**config.mk**
```make
export PLATFORM = sky130hd
export DESIGN_NAME = pid_differential_drive
export DESIGN_NICKNAME = d
export VERILOG_FILES = /design/src/design/pdd_pkg.sv /design/src/design/pid_differential_drive.sv /design/src/design/pdd_cfg.sv /design/src/design/pdd_core.sv
export SDC_FILE = /design/constraint.sdc
export NUM_CORES = 2
export LEC_CHECK = 0
export ABC_AREA = 0
export ABC_CLOCK_PERIOD_IN_PS = 16360
export BUFFER_PORTS_ARGS = -buffer_cell sky130_fd_sc_hd__buf_2
export CAP_MARGIN = 10
export CORE_AREA = 2 2 455 457
export CTS_BUF_LIST = sky130_fd_sc_hd__clkbuf_2 sky130_fd_sc_hd__clkbuf_4 sky130_fd_sc_hd__clkbuf_8
export DETAILED_ROUTE_END_ITERATION = 10
export DIE_AREA = 0 0 457 459
export PLACE_DENSITY = 0.47
export SYNTH_ARGS = -nofsm -noshare
export SYNTH_HDL_FRONTEND = slang
export SYNTH_SLANG_ARGS = --single-unit
```
**constraint.sdc**
```tcl
create_clock -name clk_i -period 16.36 [get_ports clk_i]
set_input_delay 3.272 -clock clk_i [delete_from_list [all_inputs] [get_ports clk_i]]
set_output_delay 3.272 -clock clk_i [all_outputs]
set_load 0.03 [all_outputs]
```
**src/design/pdd_pkg.sv**
```systemverilog
// Shared types and constants for the PID differential drive controller.
// Used by pdd_cfg, pdd_core and pid_differential_drive.
package pdd_pkg;

  localparam int unsigned PosW   = 13;
  localparam int unsigned ErrW   = 14;
  localparam int unsigned IntW   = 16;
  localparam int unsigned DiffW  = 15;
  localparam int unsigned NumW   = 31;
  localparam int unsigned DivInW = 25;
  localparam int unsigned MagicW = 26;
  localparam int unsigned QuotW  = 16;
  localparam int unsigned SpdW   = 19;
  localparam int unsigned AddrW  = 5;

  // floor(n / 625) == (n * DivMagic) >> DivShift for n < 2**25; 10000 = 16 * 625
  localparam logic [MagicW-1:0] DivMagic = 26'd54975582;
  localparam int unsigned       DivShift = 35;

  typedef enum logic [2:0] {
    REG_KP     = 3'd0,
    REG_KI     = 3'd1,
    REG_KD     = 3'd2,
    REG_BASE   = 3'd3,
    REG_MAX    = 3'd4,
    REG_CENTER = 3'd5,
    REG_LIMIT  = 3'd6
  } pdd_reg_e;

  typedef struct packed {
    logic [9:0]  kp_milli;
    logic [8:0]  ki_tenthou;
    logic [9:0]  kd_milli;
    logic [7:0]  base_speed;
    logic [7:0]  max_speed;
    logic [12:0] center_position;
    logic [14:0] integral_limit;
  } pdd_cfg_t;

  typedef struct packed {
    logic [7:0] right_duty;
    logic       right_reverse;
    logic       right_forward;
    logic [7:0] left_duty;
    logic       left_reverse;
    logic       left_forward;
  } pdd_out_t;

endpackage

```
**src/design/pid_differential_drive.sv**
```systemverilog
// Line-following PID controller for a two-wheel drive, top level.
// Instantiates pdd_cfg and pdd_core; depends on pdd_pkg.
//
// One position sample is taken per transfer, one every clock cycle when the output side keeps
// up; each sample yields one wheel-drive result through the five pipeline stages (error and
// integral, gain products, sum, divide by 10000, wheel clamp). The integral and the previous
// error update at the input transfer, so consecutive samples chain without bubbles. Output
// stalls propagate back stage by stage; empty stages still take new samples.
// Config writes are meant for when no sample is in flight.
module pid_differential_drive (
  input  logic                      clk_i,
  input  logic                      rst_ni,
  input  logic                      psel,
  input  logic                      penable,
  input  logic                      pwrite,
  input  logic [pdd_pkg::AddrW-1:0] paddr,
  input  logic [31:0]               pwdata,
  output logic [31:0]               prdata,
  output logic                      pready,
  input  logic                      s_tvalid_i,
  output logic                      s_tready_o,
  input  logic [15:0]               s_tdata_i,  // [12:0] line_position, [15:13] zero
  output logic                      m_tvalid_o,
  input  logic                      m_tready_i,
  // [0] left_forward, [1] left_reverse, [9:2] left_duty, [10] right_forward,
  // [11] right_reverse, [19:12] right_duty, [23:20] zero
  output logic [23:0]               m_tdata_o
);
  import pdd_pkg::*;

  pdd_cfg_t cfg;
  pdd_out_t res;

  pdd_cfg u_cfg (
    .clk_i   (clk_i),
    .rst_ni  (rst_ni),
    .psel    (psel),
    .penable (penable),
    .pwrite  (pwrite),
    .paddr   (paddr),
    .pwdata  (pwdata),
    .prdata  (prdata),
    .pready  (pready),
    .cfg_o   (cfg)
  );

  pdd_core u_core (
    .clk_i      (clk_i),
    .rst_ni     (rst_ni),
    .cfg_i      (cfg),
    .s_tvalid_i (s_tvalid_i),
    .s_tready_o (s_tready_o),
    .pos_i      (s_tdata_i[PosW-1:0]),
    .m_tvalid_o (m_tvalid_o),
    .m_tready_i (m_tready_i),
    .res_o      (res)
  );

  assign m_tdata_o = {4'd0, res};

endmodule

```
**src/design/pdd_cfg.sv**
```systemverilog
// Configuration register file with an APB-style write/read port.
// Depends on pdd_pkg for the register index codes and the config struct.
module pdd_cfg (
  input  logic                       clk_i,
  input  logic                       rst_ni,
  input  logic                       psel,
  input  logic                       penable,
  input  logic                       pwrite,
  input  logic [pdd_pkg::AddrW-1:0]  paddr,
  input  logic [31:0]                pwdata,
  output logic [31:0]                prdata,
  output logic                       pready,
  output pdd_pkg::pdd_cfg_t          cfg_o
);
  import pdd_pkg::*;

  pdd_cfg_t cfg_q, cfg_d;
  logic     wr_en;
  pdd_reg_e idx;

  assign pready = 1'b1;
  assign wr_en  = psel & penable & pwrite;
  assign idx    = pdd_reg_e'(paddr[4:2]);
  assign cfg_o  = cfg_q;

  always_comb begin
    cfg_d = cfg_q;
    if (wr_en) begin
      case (idx)
        REG_KP:     cfg_d.kp_milli        = pwdata[9:0];
        REG_KI:     cfg_d.ki_tenthou      = pwdata[8:0];
        REG_KD:     cfg_d.kd_milli        = pwdata[9:0];
        REG_BASE:   cfg_d.base_speed      = pwdata[7:0];
        REG_MAX:    cfg_d.max_speed       = pwdata[7:0];
        REG_CENTER: cfg_d.center_position = pwdata[12:0];
        REG_LIMIT:  cfg_d.integral_limit  = pwdata[14:0];
        default:    cfg_d = cfg_q;
      endcase
    end
  end

  always_comb begin
    case (idx)
      REG_KP:     prdata = {22'd0, cfg_q.kp_milli};
      REG_KI:     prdata = {23'd0, cfg_q.ki_tenthou};
      REG_KD:     prdata = {22'd0, cfg_q.kd_milli};
      REG_BASE:   prdata = {24'd0, cfg_q.base_speed};
      REG_MAX:    prdata = {24'd0, cfg_q.max_speed};
      REG_CENTER: prdata = {19'd0, cfg_q.center_position};
      REG_LIMIT:  prdata = {17'd0, cfg_q.integral_limit};
      default:    prdata = 32'd0;
    endcase
  end

  always_ff @(posedge clk_i or negedge rst_ni) begin
    if (!rst_ni) begin
      cfg_q.kp_milli        <= 10'd100;
      cfg_q.ki_tenthou      <= 9'd10;
      cfg_q.kd_milli        <= 10'd500;
      cfg_q.base_speed      <= 8'd150;
      cfg_q.max_speed       <= 8'd200;
      cfg_q.center_position <= 13'd3500;
      cfg_q.integral_limit  <= 15'd1000;
    end else begin
      cfg_q <= cfg_d;
    end
  end

endmodule

```
**src/design/pdd_core.sv**
```systemverilog
// Five-stage PID pipeline: error and integral, gain products, sum, divide, wheel drive.
// Depends on pdd_pkg for widths, the divide constant and the config/result structs.
module pdd_core (
  input  logic                      clk_i,
  input  logic                      rst_ni,
  input  pdd_pkg::pdd_cfg_t         cfg_i,
  input  logic                      s_tvalid_i,
  output logic                      s_tready_o,
  input  logic [pdd_pkg::PosW-1:0]  pos_i,
  output logic                      m_tvalid_o,
  input  logic                      m_tready_i,
  output pdd_pkg::pdd_out_t         res_o
);
  import pdd_pkg::*;

  // stage valids and advance enables
  logic v1_q, v2_q, v3_q, v4_q, vo_q;
  logic adv1, adv2, adv3, adv4, advo, acc;

  // loop state
  logic signed [IntW-1:0] integ_q, integ_d;
  logic signed [ErrW-1:0] prev_q;

  // stage 1
  logic signed [ErrW-1:0]  err_d, err_q;
  logic signed [DiffW-1:0] diff_d, diff_q;
  logic signed [IntW-1:0]  int1_q;
  logic signed [IntW:0]    isum, ilim;

  // stage 2
  logic signed [28:0] pp_d, pp_q;
  logic signed [29:0] pd_d, pd_q;
  logic signed [25:0] pi_d, pi_q;
  logic signed [28:0] kp10, err_x;
  logic signed [29:0] kd10, diff_x;
  logic signed [25:0] ki_x, int_x;

  // stage 3
  logic signed [NumW-1:0]  num;
  logic [NumW-1:0]         mag;
  logic [DivInW-1:0]       m16_q;
  logic                    neg3_q;

  // stage 4
  logic [DivInW+MagicW-1:0] qprod;
  logic [QuotW-1:0]         quo_q;
  logic                     neg4_q;

  // output stage
  logic signed [SpdW-1:0] corr, base_s, lim_s, rspd, lspd, rclp, lclp;
  pdd_out_t               res_d, res_q;

  assign advo = !vo_q || m_tready_i;
  assign adv4 = !v4_q || advo;
  assign adv3 = !v3_q || adv4;
  assign adv2 = !v2_q || adv3;
  assign adv1 = !v1_q || adv2;
  assign s_tready_o = adv1;
  assign acc  = s_tvalid_i && adv1;
  assign m_tvalid_o = vo_q;
  assign res_o = res_q;

  // error, derivative term and clamped integral
  always_comb begin
    err_d  = $signed({1'b0, pos_i}) - $signed({1'b0, cfg_i.center_position});
    diff_d = DiffW'(err_d) - DiffW'(prev_q);
    isum   = (IntW+1)'(integ_q) + (IntW+1)'(err_d);
    ilim   = $signed({2'b00, cfg_i.integral_limit});
    if (isum > ilim) begin
      integ_d = IntW'(ilim);
    end else if (isum < -ilim) begin
      integ_d = IntW'(-ilim);
    end else begin
      integ_d = IntW'(isum);
    end
  end

  // gain products over the common denominator
  always_comb begin
    kp10   = $signed({19'd0, cfg_i.kp_milli}) * 29'sd10;
    kd10   = $signed({20'd0, cfg_i.kd_milli}) * 30'sd10;
    ki_x   = $signed({17'd0, cfg_i.ki_tenthou});
    err_x  = 29'(err_q);
    diff_x = 30'(diff_q);
    int_x  = 26'(int1_q);
    pp_d   = kp10 * err_x;
    pd_d   = kd10 * diff_x;
    pi_d   = ki_x * int_x;
  end

  always_comb begin
    num   = NumW'(pp_q) + NumW'(pd_q) + NumW'(pi_q);
    mag   = num[NumW-1] ? NumW'(-num) : NumW'(num);
    qprod = (DivInW+MagicW)'(m16_q) * (DivInW+MagicW)'(DivMagic);
  end

  // apply correction, clamp and split into direction and duty
  always_comb begin
    corr   = neg4_q ? -$signed({3'b000, quo_q}) : $signed({3'b000, quo_q});
    base_s = $signed({11'd0, cfg_i.base_speed});
    lim_s  = $signed({11'd0, cfg_i.max_speed});
    rspd   = base_s + corr;
    lspd   = base_s - corr;
    rclp   = (rspd > lim_s) ? lim_s : ((rspd < -lim_s) ? -lim_s : rspd);
    lclp   = (lspd > lim_s) ? lim_s : ((lspd < -lim_s) ? -lim_s : lspd);
    res_d.right_forward = (rclp > 0);
    res_d.right_reverse = rclp[SpdW-1];
    res_d.right_duty    = rclp[SpdW-1] ? 8'(-rclp) : 8'(rclp);
    res_d.left_forward  = (lclp > 0);
    res_d.left_reverse  = lclp[SpdW-1];
    res_d.left_duty     = lclp[SpdW-1] ? 8'(-lclp) : 8'(lclp);
  end

  always_ff @(posedge clk_i or negedge rst_ni) begin
    if (!rst_ni) begin
      v1_q    <= 1'b0;
      v2_q    <= 1'b0;
      v3_q    <= 1'b0;
      v4_q    <= 1'b0;
      vo_q    <= 1'b0;
      integ_q <= '0;
      prev_q  <= '0;
    end else begin
      if (adv1) v1_q <= s_tvalid_i;
      if (adv2) v2_q <= v1_q;
      if (adv3) v3_q <= v2_q;
      if (adv4) v4_q <= v3_q;
      if (advo) vo_q <= v4_q;
      if (acc) begin
        integ_q <= integ_d;
        prev_q  <= err_d;
      end
    end
  end

  always_ff @(posedge clk_i) begin
    if (acc) begin
      err_q  <= err_d;
      diff_q <= diff_d;
      int1_q <= integ_d;
    end
    if (adv2 && v1_q) begin
      pp_q <= pp_d;
      pd_q <= pd_d;
      pi_q <= pi_d;
    end
    if (adv3 && v2_q) begin
      m16_q  <= mag[DivInW+3:4];
      neg3_q <= num[NumW-1];
    end
    if (adv4 && v3_q) begin
      quo_q  <= qprod[DivShift+QuotW-1:DivShift];
      neg4_q <= neg3_q;
    end
    if (advo && v4_q) begin
      res_q <= res_d;
    end
  end

  a_left_dir: assert property (@(posedge clk_i) disable iff (!rst_ni)
    vo_q |-> !(res_q.left_forward && res_q.left_reverse))
    else $error("left wheel driven both ways");

  a_zero_duty: assert property (@(posedge clk_i) disable iff (!rst_ni)
    vo_q |-> ((res_q.right_duty == 8'd0) == (!res_q.right_forward && !res_q.right_reverse)))
    else $error("right duty disagrees with direction flags");

  a_max_duty: assert property (@(posedge clk_i) disable iff (!rst_ni)
    vo_q |-> (res_q.left_duty <= cfg_i.max_speed && res_q.right_duty <= cfg_i.max_speed))
    else $error("duty above max speed");

  a_prev_err: assert property (@(posedge clk_i) disable iff (!rst_ni)
    acc |=> (prev_q == $past(err_d)))
    else $error("previous error not updated on transfer");

endmodule

```
==> flow_metrics.py <==
metrics = {
    "clock_network": {
        "cts.sink_count": 299,
        "cts.repair.resized": 0,
        "cts.htree.levels": 2,
        "cts_inserted_buffers": 58,
        "clk_path_buf_depth": 3,
        "worstSkewPairLatency_ns": 0.71,
        "tritoncts": "done",
        "post_cts.repair.setup_buffers": 0,
        "cts.root.buffer_cell": "clkbuf_8",
        "path_clk_slew_ns": 0.06,
        "cts-hold-fix-buffers": 0,
    },
    "yosys": {
        "synth-edff-count": 191,
        "post_synth_inst_count": 5243,
        "ys.flop_type": "edfxtp_1",
        "synth-warning-count": 0,
        "post_synth_num_cell_types": 90,
        "synth.ff_latch_count": 299,
        "postSynthAreaPerCell_um2": 9.72,
        "synth-async-reset-ratio": 0.361,
        "synthesis.area_mm2": 0.0509,
        "synth-seq-area-share": 0.166,
    },
    "routing": {
        "via_count": 35394,
        "drt_drc_violations_left": 0,
        "detail_route.wl_per_cell_um": 17.5,
        "drtIter0Drc": 1849,
        "postRouteWirelength_um": 140000,
        "1st_pass_router_iterations": 6,
        "via_per_inst": 4.40,
        "ant_nets": 0,
    },
    "timing": {
        "min_hold_slack_ns": 0.488,
        "fin_crit_sh": 0.580,
        "timing_worst_slew_pin_value_ns": 1.22,
        "setup_repair_after_global_routing_missed_its_margin": "false",
        "slew_violations": 0,
        "timing.final.crit_period_ns": 9.50,
        "finalWorstSetupSlack_ns": 6.86,
        "fin_clk_skew_ns": 0.0247,
        "finalSetupViolations": 0,
        "hold_violations": 0,
        "slew_headroom": 0.181,
        "fmax_mhz": 105,
        "timing.setup.tns_ns": 0,
    },
    "floorplanning": {
        "start_util": 0.248,
        "io-pin-count": 119,
        "die_height_um": 459,
        "fp.dieArea_mm2": 0.210,
        "die_x_um": 457,
        "core_region_area_mm2": 0.206,
        "rows": 167,
    },
    "cells_and_area": {
        "fin_cells": 8046,
        "fin_nets": 6803,
        "area_delta_synth_final_pct": 9.40,
        "drive_gt1_frac": 0.0676,
    },
    "placement": {
        "detailedPlacementHpwl_um": 117000,
        "placement.setup.worst_slack_ns": 6.17,
        "placedCellCount": 7935,
        "gp_congestion": 0.865,
        "io_buffers": 74,
    },
    "worst_setup_path": {
        "cp_top_family": "compound AO/OA/AOI/OAI gates",
        "reg2reg_slack_ns": 6.88,
        "timing.rr.end": "u_core.pd_q[28]",
        "worst_setup_path_start_kind": "primary input",
        "critical_path.slowest_cell": "xor2_1",
        "worst_r2r_startpoint": "u_cfg.cfg_o[48]",
        "end_kind": "register",
        "crit_type": "in -> reg",
        "reg2reg_depth": 30,
        "crit_fanout": 21,
        "worst-endpoint-arrival_ns": 10.08,
        "critPathRequiredTime_ns": 16.95,
        "critPathMaxStageDelay_ns": 0.75,
        "path_common_cell": "a21oi_1",
        "critical_path.n_buffers_inverters": 5,
    },
    "hold_path": {
        "hold_path_end": "u_core.integ_q[15]",
        "startpoint_of_the_worst_hold_path": "u_core.integ_q[15]",
        "min-delay-path-class": "reg -> reg",
        "worst_hold_path.num_cells": 2,
    },
    "global_routing": {
        "top_usage_layer": "met2",
        "grtUsageMet1": 0.181,
        "grt_antenna_before_repair": 9,
        "globalRouteMet2Util": 0.223,
        "use_met3": 0.0229,
        "grt-ovfl-total": 0,
        "grt_util_all_layers": 0.135,
        "first_pass_grt_wire_length_um": 220000,
        "number_of_global_route_vias_before_repair": 37585,
        "grt_start_max_net_pins": 76,
    },
    "run_status": {
        "result_of_the_run": "complete, no violations",
    },
    "run": {
        "cap_viol_max_count": 0,
    },
}
[metal layers]
| layer | share of wire | vias up |
|---|---|---|
| met2 | 0.46 | 656 |
| met3 | 0.051 | 146 |
| met5 | 0 | - |
| met4 | 0.029 | 0 |
| li1 | - | 16855 |
| met1 | 0.46 | 17737 |
[flip-flops by register name (all words and copies together) (netlist names)]
signal,count
u_core.neg4_q,1
u_cfg.cfg_o,73
u_core.prev_q,14
u_core.diff_q,15
u_core.integ_q,16
u_core.res_o,20
u_core.pp_q,28
u_core.pi_q,26
u_core.m_tvalid_o,1
u_core.pd_q,29
u_core.quo_q,16
u_core.v3_q,1
u_core.neg3_q,1
u_core.err_q,14
u_core.v1_q,1
u_core.m16_q,25
u_core.int1_q,16
u_core.v4_q,1
u_core.v2_q,1
[cell families (layout without fill, tap and decap cells)]
| logic type | Yosys count | after routing | share of synthesized area |
|---|---|---|---|
| other | 2 | 23 | 0.000147 |
| adders and majority gates | 1451 | 1451 | 0.468 |
| buffers and inverters | 1265 | 1343 | 0.0953 |
| AOI/OAI and AO/OA | 689 | 689 | 0.0869 |
| muxes | 106 | 106 | 0.0234 |
| DFF | 299 | 299 | 0.166 |
| xor gates and xnor gates | 262 | 262 | 0.0450 |
| and+or+nand+nor | 1169 | 1169 | 0.115 |
[cell type report]
type,count,area (um^2)
timing repair buffer,116,688
antenna,1,2.50
sequential,299,8480
clock inverter,28,259
multi-input combinational,3699,37700
inverter,1118,4200
fill,22025,150000
tap,2704,3380
clock buffer,81,983
[worst max-delay path by stage]
stage | slack [ns] | start | cells after the start | to
finish | 6.86 | s_tdata_i[0] | 30 | u_core.integ_q[8]
global placement | 6.20 | s_tdata_i[0] | 30 | u_core.integ_q[14]
detailed placement | 6.17 | s_tdata_i[0] | 30 | u_core.integ_q[8]
CTS | 6.85 | u_cfg.cfg_o[48] | 30 | u_core.pd_q[28]
floorplan | 7.75 | s_tdata_i[0] | 29 | u_core.integ_q[12]
global route | 6.11 | u_cfg.cfg_o[48] | 30 | u_core.pd_q[28]
[cell usage in the layout (no fill, tap or decap), types with 39 or more instances in the layout]
cell      count
inv_1      1115
fa_1        754
ha_1        697
nand2_1     433
and2_1      268
edfxtp_1    191
a21oi_1     189
xnor2_1     189
o21ai_0     166
nor2_1      143
dfrtp_1      77
buf_2        73
a21o_1       69
xor2_1       69
mux2_2       64
nor2b_1      60
clkbuf_8     60
nor3_1       55
nand2b_1     55
buf_4        42
o21bai_1     39
[worst reg2reg max path, delay by kind of cell, from the launching register on]
| family | cells | cell delay [ns] |
|---|---|---|
| AND/OR/NAND/NOR | 2 | 0.63 |
| buffers and inverters | 4 | 0.39 |
| adder cells (fa/ha/maj) | 9 | 3.89 |
| flip-flops | 1 | 0.59 |
| XOR/XNOR | 2 | 0.23 |
| AO/OA/AOI/OAI | 13 | 3.50 |
[per-stage QoR]
step,util,instance area [um^2]
finish,0.271,55700
global route,0.271,55700
CTS,0.271,55700
detailed placement,0.265,54500
global placement,0.265,54500
floorplan,-,51000
[synthesized netlist by cell type, drive strengths merged (38+ instances only)]
library cell,instances,share of area
o21ai,173,0.017
nor3,56,0.0055
edfxtp,191,0.11
xnor2,192,0.033
nand2b,55,0.0068
nor2,143,0.011
fa,754,0.30
mux2i,38,0.0075
dfrtp,77,0.038
mux2,64,0.014
and2,269,0.033
nand2,433,0.032
ha,697,0.17
o21bai,39,0.0057
xor2,70,0.012
inv,1116,0.082
clkbuf,115,0.0085
nor2b,61,0.0075
a21o,69,0.010
a21oi,191,0.019
Power is left out: the tool's default activity adds up to more than one toggle a clock period on the data nets, which glitch-free logic cannot reach.
